### src/hw/rtl/assert_macros.svh
// ============================================================================
// Assertion macros
// Clocked assertion shorthands used by the ray and wall hit logic.
// ============================================================================
`ifndef ASSERT_MACROS_SVH
`define ASSERT_MACROS_SVH

// Property checked at every rising edge of clk outside reset.
`define ASSERT_CLK(lbl, prop, msg) \
    lbl: assert property (@(posedge clk) disable iff (!rst_n) prop) else $error(msg);

// Condition that must never hold outside reset.
`define ASSERT_NEVER(lbl, cond, msg) \
    `ASSERT_CLK(lbl, !(cond), msg)

`endif

### src/hw/rtl/rwnh_pkg.sv
// ============================================================================
// Ray and wall hit package
// Widths, defaults and shared types of the nearest-hit block.
// ============================================================================
package rwnh_pkg;

    localparam int DIR_W         = 19;
    localparam int PT_W          = 24;
    localparam int DIST_W        = 26;
    localparam int TAG_W         = 8;
    localparam int PROD_W        = 43;
    localparam int DIVR_W        = 19;
    localparam int RAD_W         = 50;
    localparam int ROOT_W        = 25;
    localparam int FRAC_BITS_DEF = 16;
    localparam int LIMIT_BASE    = 1000;

    typedef struct packed {
        logic busy;
        logic done;
    } unit_stat_t;

endpackage

### src/hw/rtl/rwnh_div.sv
// ============================================================================
// Restoring divider
// Unsigned divider producing one quotient bit per cycle.
// ============================================================================
module rwnh_div (
    input  logic                       clk,
    input  logic                       rst_n,
    input  logic                       start,
    input  logic [rwnh_pkg::PROD_W-1:0] dividend,
    input  logic [rwnh_pkg::DIVR_W-1:0] divisor,
    output logic [rwnh_pkg::PROD_W-1:0] quotient,
    output rwnh_pkg::unit_stat_t        stat
);
    import rwnh_pkg::*;

    localparam int CNT_W = $clog2(PROD_W + 1);

    logic [PROD_W-1:0] quo_reg;
    logic [DIVR_W-1:0] dvs_reg;
    logic [DIVR_W-1:0] rem_reg;
    logic [CNT_W-1:0]  cnt_reg;
    logic              busy_reg;
    logic              done_reg;
    logic [DIVR_W:0]   rem_sh;
    logic              fits;

    assign rem_sh = {rem_reg, quo_reg[PROD_W-1]};
    assign fits   = rem_sh >= {1'b0, dvs_reg};

    always_ff @(posedge clk or negedge rst_n)
    begin
        if (!rst_n)
        begin
            busy_reg <= 1'b0;
            done_reg <= 1'b0;
            cnt_reg  <= '0;
        end
        else
        begin
            done_reg <= 1'b0;
            if (start)
            begin
                quo_reg  <= dividend;
                dvs_reg  <= divisor;
                rem_reg  <= '0;
                cnt_reg  <= CNT_W'(PROD_W);
                busy_reg <= 1'b1;
            end
            else if (busy_reg)
            begin
                if (fits)
                begin
                    rem_reg <= DIVR_W'(rem_sh - {1'b0, dvs_reg});
                end
                else
                begin
                    rem_reg <= rem_sh[DIVR_W-1:0];
                end
                quo_reg <= {quo_reg[PROD_W-2:0], fits};
                cnt_reg <= cnt_reg - 1'b1;
                if (cnt_reg == CNT_W'(1))
                begin
                    busy_reg <= 1'b0;
                    done_reg <= 1'b1;
                end
            end
        end
    end

    assign quotient  = quo_reg;
    assign stat.busy = busy_reg;
    assign stat.done = done_reg;

endmodule

### src/hw/rtl/rwnh_sqrt.sv
// ============================================================================
// Integer square root
// Floor square root producing one root bit per cycle.
// ============================================================================
module rwnh_sqrt (
    input  logic                        clk,
    input  logic                        rst_n,
    input  logic                        start,
    input  logic [rwnh_pkg::RAD_W-1:0]  radicand,
    output logic [rwnh_pkg::ROOT_W-1:0] root,
    output rwnh_pkg::unit_stat_t        stat
);
    import rwnh_pkg::*;

    localparam int REM_W = ROOT_W + 2;
    localparam int CNT_W = $clog2(ROOT_W + 1);

    logic [RAD_W-1:0]  rad_reg;
    logic [ROOT_W-1:0] root_reg;
    logic [REM_W-1:0]  rem_reg;
    logic [CNT_W-1:0]  cnt_reg;
    logic              busy_reg;
    logic              done_reg;
    logic [REM_W-1:0]  rem_sh;
    logic [REM_W-1:0]  trial;
    logic              fits;

    assign rem_sh = {rem_reg[REM_W-3:0], rad_reg[RAD_W-1:RAD_W-2]};
    assign trial  = {root_reg, 2'b01};
    assign fits   = rem_sh >= trial;

    always_ff @(posedge clk or negedge rst_n)
    begin
        if (!rst_n)
        begin
            busy_reg <= 1'b0;
            done_reg <= 1'b0;
            cnt_reg  <= '0;
        end
        else
        begin
            done_reg <= 1'b0;
            if (start)
            begin
                rad_reg  <= radicand;
                root_reg <= '0;
                rem_reg  <= '0;
                cnt_reg  <= CNT_W'(ROOT_W);
                busy_reg <= 1'b1;
            end
            else if (busy_reg)
            begin
                rem_reg  <= fits ? rem_sh - trial : rem_sh;
                root_reg <= {root_reg[ROOT_W-2:0], fits};
                rad_reg  <= {rad_reg[RAD_W-3:0], 2'b00};
                cnt_reg  <= cnt_reg - 1'b1;
                if (cnt_reg == CNT_W'(1))
                begin
                    busy_reg <= 1'b0;
                    done_reg <= 1'b1;
                end
            end
        end
    end

    assign root      = root_reg;
    assign stat.busy = busy_reg;
    assign stat.done = done_reg;

endmodule

### src/hw/rtl/ray_axis_wall_nearest_hit.sv
// ============================================================================
// Ray against axis-aligned walls, nearest hit
// Tests one ray and wall pair per input beat and reports the nearest hit.
// ============================================================================
// Each input beat carries one ray and one wall; the block keeps the nearest
// hit and sends one result beat when the beat marked last has been processed.
// A wall that is missed or met head-on skips the arithmetic units; a general
// crossing runs the bit-serial divider (43 steps) and, if the crossing lies
// on the wall, the bit-serial square root (25 steps), one after the other.
// The beat marked last then loads the output register once it is free.
`include "assert_macros.svh"

module ray_axis_wall_nearest_hit #(
    parameter int FRAC_BITS = rwnh_pkg::FRAC_BITS_DEF
) (
    input  logic         clk,
    input  logic         rst_n,
    input  logic         s_axis_tvalid,
    output logic         s_axis_tready,
    // ray_x, ray_y, origin_x, origin_y, wall_x1, wall_y1, wall_x2, wall_y2,
    // wall_tag, two zero bits
    input  logic [191:0] s_axis_tdata,
    // wall_kind
    input  logic         s_axis_tuser,
    // last_wall
    input  logic         s_axis_tlast,
    output logic         m_axis_tvalid,
    input  logic         m_axis_tready,
    // hit_x, hit_y, hit_distance, hit_wall_tag, six zero bits
    output logic [87:0]  m_axis_tdata,
    // hit_found
    output logic         m_axis_tuser,
    input  logic         cfg_valid,
    output logic         cfg_ready,
    input  logic [25:0]  cfg_data
);
    import rwnh_pkg::*;

    localparam logic [DIST_W-1:0] LIMIT_RESET =
        DIST_W'(64'(LIMIT_BASE) << FRAC_BITS);

    typedef enum logic [3:0] {
        ST_IDLE, ST_CHECK, ST_DIV_GO, ST_DIV_WAIT, ST_CROSS, ST_SQ_A, ST_SQ_B,
        ST_SQRT_GO, ST_SQRT_WAIT, ST_UPDATE, ST_EMIT
    } state_t;

    state_t                   state_reg;
    logic signed [DIR_W-1:0]  ra_reg, rb_reg;
    logic signed [PT_W-1:0]   oa_reg, ob_reg, a1_reg, a2_reg, b1_reg, b2_reg;
    logic                     kind_reg;
    logic [TAG_W-1:0]         tag_reg;
    logic                     last_reg;
    logic [PROD_W-1:0]        prod_reg;
    logic                     neg_reg;
    logic signed [PT_W:0]     db_reg;
    logic [RAD_W-1:0]         sq_reg, sum_reg;
    logic                     hit_reg;
    logic signed [PT_W-1:0]   hit_b_reg;
    logic [DIST_W-1:0]        dist_reg;
    logic                     div_start_reg, sqrt_start_reg;
    logic [DIST_W-1:0]        limit_reg, best_dist_reg;
    logic signed [PT_W-1:0]   best_x_reg, best_y_reg;
    logic [TAG_W-1:0]         best_tag_reg;
    logic                     best_valid_reg;
    logic                     out_valid_reg, out_found_reg;
    logic [PT_W-1:0]          out_x_reg, out_y_reg;
    logic [DIST_W-1:0]        out_dist_reg;
    logic [TAG_W-1:0]         out_tag_reg;

    logic signed [PT_W:0]     da;
    logic [PT_W:0]            da_mag;
    logic [DIVR_W-1:0]        ra_mag;
    logic signed [25:0]       mul_a, mul_b;
    logic signed [51:0]       mul_p;
    logic [51:0]              mul_mag;
    logic [PROD_W-1:0]        quo;
    logic [ROOT_W-1:0]        root;
    unit_stat_t               div_stat, sqrt_stat;
    logic signed [PROD_W+1:0] q_s, cb;
    logic                     cb_in;
    logic                     in_go, out_free;

    assign da      = PT_W'(0) + ($signed({a1_reg[PT_W-1], a1_reg}) -
                                 $signed({oa_reg[PT_W-1], oa_reg}));
    assign da_mag  = da[PT_W] ? (PT_W+1)'(-da) : (PT_W+1)'(da);
    assign ra_mag  = ra_reg[DIR_W-1] ? DIVR_W'(-ra_reg) : DIVR_W'(ra_reg);

    always_comb
    begin
        case (state_reg)
            ST_SQ_A:
            begin
                mul_a = 26'(da);
                mul_b = 26'(da);
            end
            ST_SQ_B:
            begin
                mul_a = 26'(db_reg);
                mul_b = 26'(db_reg);
            end
            default:
            begin
                mul_a = 26'(da);
                mul_b = 26'(rb_reg);
            end
        endcase
    end

    assign mul_p   = mul_a * mul_b;
    assign mul_mag = mul_p[51] ? 52'(-mul_p) : 52'(mul_p);

    assign q_s   = $signed({2'b00, quo});
    assign cb    = (PROD_W+2)'(ob_reg) + (neg_reg ? -q_s : q_s);
    assign cb_in = (cb >= (PROD_W+2)'(b1_reg)) && (cb <= (PROD_W+2)'(b2_reg));

    assign in_go    = s_axis_tvalid && s_axis_tready;
    assign out_free = !out_valid_reg || m_axis_tready;

    rwnh_div u_div (
        .clk      (clk),
        .rst_n    (rst_n),
        .start    (div_start_reg),
        .dividend (prod_reg),
        .divisor  (ra_mag),
        .quotient (quo),
        .stat     (div_stat)
    );

    rwnh_sqrt u_sqrt (
        .clk      (clk),
        .rst_n    (rst_n),
        .start    (sqrt_start_reg),
        .radicand (sum_reg),
        .root     (root),
        .stat     (sqrt_stat)
    );

    always_ff @(posedge clk or negedge rst_n)
    begin
        if (!rst_n)
        begin
            state_reg      <= ST_IDLE;
            div_start_reg  <= 1'b0;
            sqrt_start_reg <= 1'b0;
            limit_reg      <= LIMIT_RESET;
            best_dist_reg  <= LIMIT_RESET;
            best_x_reg     <= '0;
            best_y_reg     <= '0;
            best_tag_reg   <= '0;
            best_valid_reg <= 1'b0;
            out_valid_reg  <= 1'b0;
        end
        else
        begin
            div_start_reg  <= 1'b0;
            sqrt_start_reg <= 1'b0;
            if (out_valid_reg && m_axis_tready)
            begin
                out_valid_reg <= 1'b0;
            end
            case (state_reg)
                ST_IDLE:
                begin
                    if (in_go)
                    begin
                        kind_reg <= s_axis_tuser;
                        tag_reg  <= s_axis_tdata[189:182];
                        last_reg <= s_axis_tlast;
                        if (s_axis_tuser)
                        begin
                            ra_reg <= s_axis_tdata[37:19];
                            rb_reg <= s_axis_tdata[18:0];
                            oa_reg <= s_axis_tdata[85:62];
                            ob_reg <= s_axis_tdata[61:38];
                            a1_reg <= s_axis_tdata[133:110];
                            a2_reg <= s_axis_tdata[181:158];
                            b1_reg <= s_axis_tdata[109:86];
                            b2_reg <= s_axis_tdata[157:134];
                        end
                        else
                        begin
                            ra_reg <= s_axis_tdata[18:0];
                            rb_reg <= s_axis_tdata[37:19];
                            oa_reg <= s_axis_tdata[61:38];
                            ob_reg <= s_axis_tdata[85:62];
                            a1_reg <= s_axis_tdata[109:86];
                            a2_reg <= s_axis_tdata[157:134];
                            b1_reg <= s_axis_tdata[133:110];
                            b2_reg <= s_axis_tdata[181:158];
                        end
                        state_reg <= ST_CHECK;
                    end
                end
                ST_CHECK:
                begin
                    if ((ra_reg == '0) || (!ra_reg[DIR_W-1] && (a2_reg < oa_reg)) ||
                        (ra_reg[DIR_W-1] && (a1_reg > oa_reg)))
                    begin
                        hit_reg   <= 1'b0;
                        state_reg <= ST_UPDATE;
                    end
                    else if (rb_reg == '0)
                    begin
                        hit_reg   <= (ob_reg >= b1_reg) && (ob_reg <= b2_reg);
                        hit_b_reg <= ob_reg;
                        dist_reg  <= DIST_W'(da_mag);
                        state_reg <= ST_UPDATE;
                    end
                    else
                    begin
                        prod_reg  <= mul_mag[PROD_W-1:0];
                        neg_reg   <= mul_p[51] ^ ra_reg[DIR_W-1];
                        state_reg <= ST_DIV_GO;
                    end
                end
                ST_DIV_GO:
                begin
                    div_start_reg <= 1'b1;
                    state_reg     <= ST_DIV_WAIT;
                end
                ST_DIV_WAIT:
                begin
                    if (div_stat.done)
                    begin
                        state_reg <= ST_CROSS;
                    end
                end
                ST_CROSS:
                begin
                    hit_b_reg <= cb[PT_W-1:0];
                    db_reg    <= (PT_W+1)'(cb - (PROD_W+2)'(ob_reg));
                    if (cb_in)
                    begin
                        state_reg <= ST_SQ_A;
                    end
                    else
                    begin
                        hit_reg   <= 1'b0;
                        state_reg <= ST_UPDATE;
                    end
                end
                ST_SQ_A:
                begin
                    sq_reg    <= mul_mag[RAD_W-1:0];
                    state_reg <= ST_SQ_B;
                end
                ST_SQ_B:
                begin
                    sum_reg   <= sq_reg + mul_mag[RAD_W-1:0];
                    state_reg <= ST_SQRT_GO;
                end
                ST_SQRT_GO:
                begin
                    sqrt_start_reg <= 1'b1;
                    state_reg      <= ST_SQRT_WAIT;
                end
                ST_SQRT_WAIT:
                begin
                    if (sqrt_stat.done)
                    begin
                        dist_reg  <= DIST_W'(root);
                        hit_reg   <= 1'b1;
                        state_reg <= ST_UPDATE;
                    end
                end
                ST_UPDATE:
                begin
                    if (hit_reg && (dist_reg < best_dist_reg))
                    begin
                        best_dist_reg  <= dist_reg;
                        best_x_reg     <= kind_reg ? hit_b_reg : a1_reg;
                        best_y_reg     <= kind_reg ? a1_reg : hit_b_reg;
                        best_tag_reg   <= tag_reg;
                        best_valid_reg <= 1'b1;
                    end
                    state_reg <= last_reg ? ST_EMIT : ST_IDLE;
                end
                ST_EMIT:
                begin
                    if (out_free)
                    begin
                        out_valid_reg  <= 1'b1;
                        out_found_reg  <= best_valid_reg;
                        out_x_reg      <= best_valid_reg ? best_x_reg : '0;
                        out_y_reg      <= best_valid_reg ? best_y_reg : '0;
                        out_dist_reg   <= best_valid_reg ? best_dist_reg : '0;
                        out_tag_reg    <= best_valid_reg ? best_tag_reg : '0;
                        best_dist_reg  <= limit_reg;
                        best_x_reg     <= '0;
                        best_y_reg     <= '0;
                        best_tag_reg   <= '0;
                        best_valid_reg <= 1'b0;
                        state_reg      <= ST_IDLE;
                    end
                end
                default:
                begin
                    state_reg <= ST_IDLE;
                end
            endcase
            if (cfg_valid && cfg_ready)
            begin
                limit_reg <= cfg_data;
                if (!best_valid_reg)
                begin
                    best_dist_reg <= cfg_data;
                end
            end
        end
    end

    assign s_axis_tready = (state_reg == ST_IDLE);
    assign cfg_ready     = (state_reg == ST_IDLE);
    assign m_axis_tvalid = out_valid_reg;
    assign m_axis_tuser  = out_found_reg;
    assign m_axis_tdata  = {6'b0, out_tag_reg, out_dist_reg, out_y_reg, out_x_reg};

    `ASSERT_CLK(a_div_done_wait, div_stat.done |-> (state_reg == ST_DIV_WAIT), "stray done")
    `ASSERT_CLK(a_best_limit, !best_valid_reg |-> (best_dist_reg == limit_reg), "off limit")
    `ASSERT_NEVER(a_miss_zero, m_axis_tvalid && !m_axis_tuser && (m_axis_tdata != '0), "miss data")

endmodule

### config.mk
export PLATFORM = sky130hd
export DESIGN_NAME = ray_axis_wall_nearest_hit
export DESIGN_NICKNAME = d
export VERILOG_FILES = /design/src/hw/rtl/rwnh_pkg.sv /design/src/hw/rtl/rwnh_div.sv /design/src/hw/rtl/rwnh_sqrt.sv /design/src/hw/rtl/ray_axis_wall_nearest_hit.sv
export VERILOG_INCLUDE_DIRS = /design/src /design/src/hw/rtl
export SDC_FILE = /design/constraint.sdc
export NUM_CORES = 2
export LEC_CHECK = 0
export ABC_AREA = 1
export BUFFER_PORTS_ARGS = -buffer_cell sky130_fd_sc_hd__buf_2
export CORE_MARGIN = 4
export CORE_UTILIZATION = 55
export DETAILED_ROUTE_END_ITERATION = 12
export PLACE_DENSITY = 0.83
export SYNTH_ARGS = -nofsm -noshare
export SYNTH_HDL_FRONTEND = slang
export SYNTH_SLANG_ARGS = --single-unit
### constraint.sdc
create_clock -name clk -period 12.8 [get_ports clk]
set_input_delay 1.28 -clock clk [delete_from_list [all_inputs] [get_ports clk]]
set_output_delay 1.28 -clock clk [all_outputs]
set_load 0.005 [all_outputs]
After elaboration in Yosys (flattened, before gate mapping)
Index checks and enable logic that the tools add are counted.
{"block": "word_totals", "output_inout_bits": 92, "ff_bits": 809, "word_cells": 212, "input_bits": 225}
{"block": "classes", "mux": 83, "reduce_logical": 36, "bitwise_logic": 3, "n_lt_le_gt_ge": 9, "mul": 1, "addsub": 12, "eq_ne": 21}
{"operator": "$mux W24", "n": 13}
{"operator": "$mux W26", "n": 8}
{"operator": "$pmux W26 S2", "n": 3}
{"operator": "$mux W50", "n": 3}
{"operator": "$pmux W24 S2", "n": 3}
{"operator": "$mux W43", "n": 2}
{"operator": "$mux W19", "n": 4}
{"operator": "$mux W27", "n": 2}
{"operator": "$mul A26 B26 Y52", "n": 1}
{"operator": "$add A50 B50 Y50", "n": 1}
{"operator": "$mux W25", "n": 2}
{"operator": "$neg A50 Y50", "n": 1}
{"operator": "$add A24 B45 Y45", "n": 1}
{"operator": "$ge A45 B24 Y1", "n": 1}
{"operator": "$le A45 B24 Y1", "n": 1}
{"operator": "$mux W45", "n": 1}
{"operator": "$neg A43 Y45", "n": 1}
{"operator": "$pmux W4 S11", "n": 1}
{"operator": "$logic_not A19 Y1", "n": 2}
{"operator": "$mux W4", "n": 8}
{"operator": "$ge A27 B27 Y1", "n": 1}
{"operator": "$sub A27 B27 Y27", "n": 1}
{"operator": "$lt A26 B26 Y1", "n": 1}
{"operator": "$neg A25 Y25", "n": 1}
{"operator": "40 further kinds", "n": 102}

Depth between registers and ports, before layout
{"block": "logic_depth", "word_depth": 7, "depth_mapped": 68, "ltp_nobuf": 66}

By module
A second synthesis with hierarchy kept.
{"block": "hier_totals", "hier_cells": 9498, "area_unflattened_um2": 77580.7}
{"mod": "ray_axis_wall_nearest_hit", "n_inst": 1, "cells_per_inst": 7959, "area_each_um2": 65467.8, "seq_area_each_um2": 17752.0}
{"mod": "rwnh_sqrt", "n_inst": 1, "cells_per_inst": 877, "area_each_um2": 6840.3, "seq_area_each_um2": 3178.0}
{"mod": "rwnh_div", "n_inst": 1, "cells_per_inst": 662, "area_each_um2": 5272.6, "seq_area_each_um2": 2632.5}

Worst setup path after synthesis
Ideal clock, no wire load.
{"block": "synth_path", "kind": "reg2reg", "start": "register a1_reg[0]", "end": "register sum_reg[49], data pin", "n_path_buf": 2, "required_time_ps": 12551, "setup_time_ps": 249, "synth_period_minus_slack_ps": 10533, "slack_ps": 2267, "t_arrival_ps": 10284, "stages_incl_launch_ff": 57, "cell_sequence": "edfxtp_1 -> inv_1 -> ha_1 -> inv_1 -> fa_1 -> nand3_1 -> nand2_1 -> nand3_1 -> nand3_1 -> nand2_1 -> nand2_1 -> nand3_1 -> nand2_1 -> nand2_1 -> nand2_2 -> o21ai_1 -> inv_1 -> buf_1 -> (+21 left out) -> ha_1 -> nand3_1 -> nand2_1 -> a21oi_1 -> inv_1 -> nand2_1 -> nand2_1 -> a21oi_1 -> inv_1 -> nand3_1 -> nand3_1 -> nand2_1 -> nand2_1 -> xor2_1 -> inv_1 -> nand3_1 -> nand2_1 -> inv_1"}
{"block": "synth_via", "elab_chain_len": 6, "elab_cells_between_ends": 7, "cone_classes": "add/sub: 3; mul: 1; mux: 3"}
{"item": "from (decl)", "line": "ray_axis_wall_nearest_hit.sv:49", "rtl": "logic signed [PT_W-1:0] oa_reg, ob_reg, a1_reg, a2_reg, b1_reg, b2_reg;"}
{"item": "from (signal assigned)", "line": "ray_axis_wall_nearest_hit.sv:175", "rtl": "a1_reg <= s_axis_tdata[133:110];"}
{"item": "from (signal assigned)", "line": "ray_axis_wall_nearest_hit.sv:186", "rtl": "a1_reg <= s_axis_tdata[109:86];"}
{"item": "$sub A24 B24 Y25 (*)", "line": "ray_axis_wall_nearest_hit.sv:83", "rtl": "assign da = PT_W'(0) + ($signed({a1_reg[PT_W-1], a1_reg}) -"}
{"item": "$pmux W26 S2 or $mux W26 (tied branches)", "line": "ray_axis_wall_nearest_hit.sv:90", "rtl": "case (state_reg)"}
{"item": "$mul A26 B26 Y52 (*)", "line": "ray_axis_wall_nearest_hit.sv:109", "rtl": "assign mul_p = mul_a * mul_b;"}
{"item": "$neg A50 Y50", "line": "ray_axis_wall_nearest_hit.sv:110", "rtl": "assign mul_mag = mul_p[51] ? 52'(-mul_p) : 52'(mul_p);"}
{"item": "$mux W50 (*)", "line": "ray_axis_wall_nearest_hit.sv:110"}
{"item": "net mul_mag[1]", "line": "ray_axis_wall_nearest_hit.sv:75", "rtl": "logic [51:0] mul_mag;"}
{"item": "$add A50 B50 Y50 (*)", "line": "ray_axis_wall_nearest_hit.sv:249", "rtl": "sum_reg <= sq_reg + mul_mag[RAD_W-1:0];"}
{"item": "to (signal assigned)", "line": "ray_axis_wall_nearest_hit.sv:249"}
{"item": "to (decl)", "line": "ray_axis_wall_nearest_hit.sv:56", "rtl": "logic [RAD_W-1:0] sq_reg, sum_reg;"}
Mark *: on every way through the listed nets, which the timed path passes. The rest lies on a longest branch.
A chain may end at the register's enable or synchronous reset.

Worst setup path in the final report
{"block": "layout_path", "start": "register oa_reg[0]", "end": "register sum_reg[49], data pin"}
{"block": "layout_via", "elab_chain_len": 6, "elab_cells_between_ends": 7, "cone_classes": "add/sub: 3; mul: 1; mux: 3"}
{"item": "from (decl)", "line": "ray_axis_wall_nearest_hit.sv:49"}
{"item": "from (signal assigned)", "line": "ray_axis_wall_nearest_hit.sv:173", "rtl": "oa_reg <= s_axis_tdata[85:62];"}
{"item": "from (signal assigned)", "line": "ray_axis_wall_nearest_hit.sv:184", "rtl": "oa_reg <= s_axis_tdata[61:38];"}
{"item": "$sub A24 B24 Y25 (*)", "line": "ray_axis_wall_nearest_hit.sv:83"}
{"item": "$pmux W26 S2 or $mux W26 (tied branches)", "line": "ray_axis_wall_nearest_hit.sv:90"}
{"item": "$mul A26 B26 Y52 (*)", "line": "ray_axis_wall_nearest_hit.sv:109"}
{"item": "$neg A50 Y50", "line": "ray_axis_wall_nearest_hit.sv:110"}
{"item": "$mux W50 (*)", "line": "ray_axis_wall_nearest_hit.sv:110"}
{"item": "net mul_mag[2]", "line": "ray_axis_wall_nearest_hit.sv:75"}
{"item": "$add A50 B50 Y50 (*)", "line": "ray_axis_wall_nearest_hit.sv:249"}
Marked as above.

==> impl_results.md <==
* 1st-iter DRT viols at approximately 7300
* Critical path arrival at between 10 and 15 ns
* Die width at 378.8 microns
* GRT Residual Overflow at 0
* Predominant post-synthesis flop cell: edfxtp_1
* Req. time, crit path at 13.26 ns
* Initial antenna violation count at 15
* Tmin final at ~12 ns
* Post-route cell area at 0.08471 sq mm
* Hold Vio Cnt, Final at 0
* Setup TNS at 0 ns
* Slowest CP cell: fa_1
* ANT nets after route at 0
* DRT Pass-1 Iters at 8
* Cell area after placement at ~0.08 sq mm
* CP delay by family, top: adder cells
* CP max FO at 23
* GR met3 Demand/Resource at 0.09074
* Worst Setup Start Kind: flop
* Worst path most repeated cell: nand2_1
* GRT met1 Usage at 0.4252
* Nets@finish at roughly 11000
* Worst Tran Pin Value at 1.197 ns
* I/O pin count at about 320
* Mean Syn Cell Area at between 8 and 9 sq um
* Overall global routing resource usage at 0.3322
* Status: finished, final reports clean
* Post-Route WL at between 200 and 250 mm
* Starting Density at 0.5563
* Synth top cells by count: nand2_1 (1924), inv_1 (1691), nor2_1 (760), fa_1 (699), edfxtp_1 (675)
* Final Max Tran Viols at 0
* Core Region at ~0.14 sq mm
* Critical Path Sink Type: flop
* Endpoints failing setup at 0
* GRT Max-Usage Layer: met2
* Root buffer cell: clkbuf_16
* Sink Count at 806
* Vias in the first global route at about 65000
* Max_cap viols at 0
* Final worst-path cycle share at 0.9507
* Global-route wire length before repair at 366.3 mm
* Routed via count at 65030
* Grt met2 use at 0.5285
* Max Clock Skew at 0.04433 ns
* Synth async-reset ratio at 0.1625
* Routed vias/inst at ~5.7
* Largest net degree at the start of global routing at roughly 150
* Drc violations at 0
* Layout cell share with drive strength beyond 1 at 0.1068
* F_max at around 82 MHz
* DIE AREA at ~0.14 sq mm
* Cells after Synth at roughly 9000
* Buf/Inv on CP at 17
* Kind of critical path: flop to flop
* Area Growth Syn to Fin at 12.00%
* Max Root-Sink Buffers at 3
* Synthesized area at between 0.07 and 0.08 sq mm
* # rows at 135
* Largest area contributor in the netlist: edfxtp_1
* Critical Path Max Stage Delay at around 0.62 ns
* Hold Crit Class: flop to flop
* Clock transition at the registers of the reported paths at around 0.08 ns
* Yosys warning total at 0
* Area contributors post-synth: edfxtp_1 (27%), fa_1 (19%), nand2_1 (9.5%)
* Top-count cell post-synth: nand2_1
* Synth cell types at 74
* Share of the synthesized area in the top cell type at 0.2680
* Gpl congestion at approximately 1.0
* Post-synth EDFFs at roughly 680
* Placed wire-length estimate at between 150 and 200 mm
* Number of I/O port buffers at 308
* Htree depth at 3
* Num CTS Buffers at slightly below 90
* Rel. slew slack at 0.2003
* Cts hold-fix bufs at 0
* Dpl ws at roughly 0.56 ns
* Setup ws final at 0.6315 ns
* Die H at ~380 microns
* DR WL/cell at between 20 and 25 microns
* Sequential-to-total area share from yosys stat at 0.3115
* #FFs+latches synth at roughly 800
* CTS tree: yes
* Fill cells at between 10000 and 15000
* Clock latency at the later pin of the worst-skew pair at a little over 0.7 ns
[per-layer routing]
metal  part of all wire  vias to the layer above
met5            0.00032                        -
li1                   -                    29760
met2               0.45                     3458
met1               0.38                    31120
met4              0.053                        8
met3               0.11                      686
[through the flow]
stage	hold slack, ns	instances	util
floorplan	0.4515	8985	-
global placement	0.4578	11190	0.5994
detailed placement	0.4655	11190	0.5994
CTS	0.4790	11360	0.6212
global route	0.5046	11380	0.6229
finish	0.4757	11380	0.6230
[layout by cell type (no fill, tap or decap), types with 35 or more instances in the layout]
cell	netlist	layout
nand4_1	81	81
fa_1	699	695
o211ai_1	47	47
nand2_2	35	35
edfxtp_1	675	675
nand3_1	228	228
nor3_1	68	66
xor2_1	220	217
xnor2_1	82	82
nand2_1	1924	1924
dfrtp_1	119	116
buf_4	8	391
ha_1	525	525
buf_2	17	306
inv_1	1691	1687
a31oi_1	54	54
mux2i_1	44	44
o21ai_0	598	589
clkbuf_16	0	88
nor2_1	760	743
a21oi_1	508	506
o22ai_1	35	35
[tightest hold or removal path, delay by kind of cell, from the launching register on]
kind / cells / cell delay [ns]
DFF: 1 / 0.32
and+or+nand+nor: 2 / 0.13
[repair_timing]
item | in CTS | in global routing
setup endpoints to repair | 0 | 21
gates resized for setup | 0 | 29
setup buffers | 0 | 18
endpoints found under the hold margin | 0 | 0
[cell families after synthesis]
logic type                 synth area share
muxes                              0.005823
other                            0.00004958
AOI/OAI and AO/OA                    0.1021
and+or+nand+nor                      0.1732
buffers and inverters               0.09977
adders and majority gates            0.2719
xor gates and xnor gates            0.03562
DFF                                  0.3115
[cell type report]
type / instances / area (sq um) / share of cell area
Clock buffer: 119 / 2409 / 0.02843
Inverter: 1724 / 6489 / 0.07660
Multi-Input combinational cell: 6192 / 44770 / 0.5285
Clock inverter: 43 / 546.8 / 0.006454
Sequential cell: 806 / 23570 / 0.2782
Timing Repair Buffer: 709 / 4687 / 0.05533
Tap cell: 1781 / 2228 / 0.02631
Antenna cell: 6 / 15.01 / 0.0001772
[worst paths after layout]
check / endpoint / from / slack, ns / depth (start not counted)
worst max-delay path: sum_reg[49] / oa_reg[0] / 0.63 / 61
worst min-delay path: best_tag_reg[6] / tag_reg[6] / 0.48 / 2
worst max register to register: sum_reg[49] / oa_reg[0] / 0.63 / 61
worst min register to register: best_tag_reg[6] / tag_reg[6] / 0.48 / 2
max in group asynchronous: u_div.cnt_reg[0] / rst_n / 11.01 / 2
min in group asynchronous: best_x_reg[10] / rst_n / 0.58 / 1
Power is left out: the tool's default activity adds up to more than one toggle a clock period on the data nets, which glitch-free logic cannot reach.
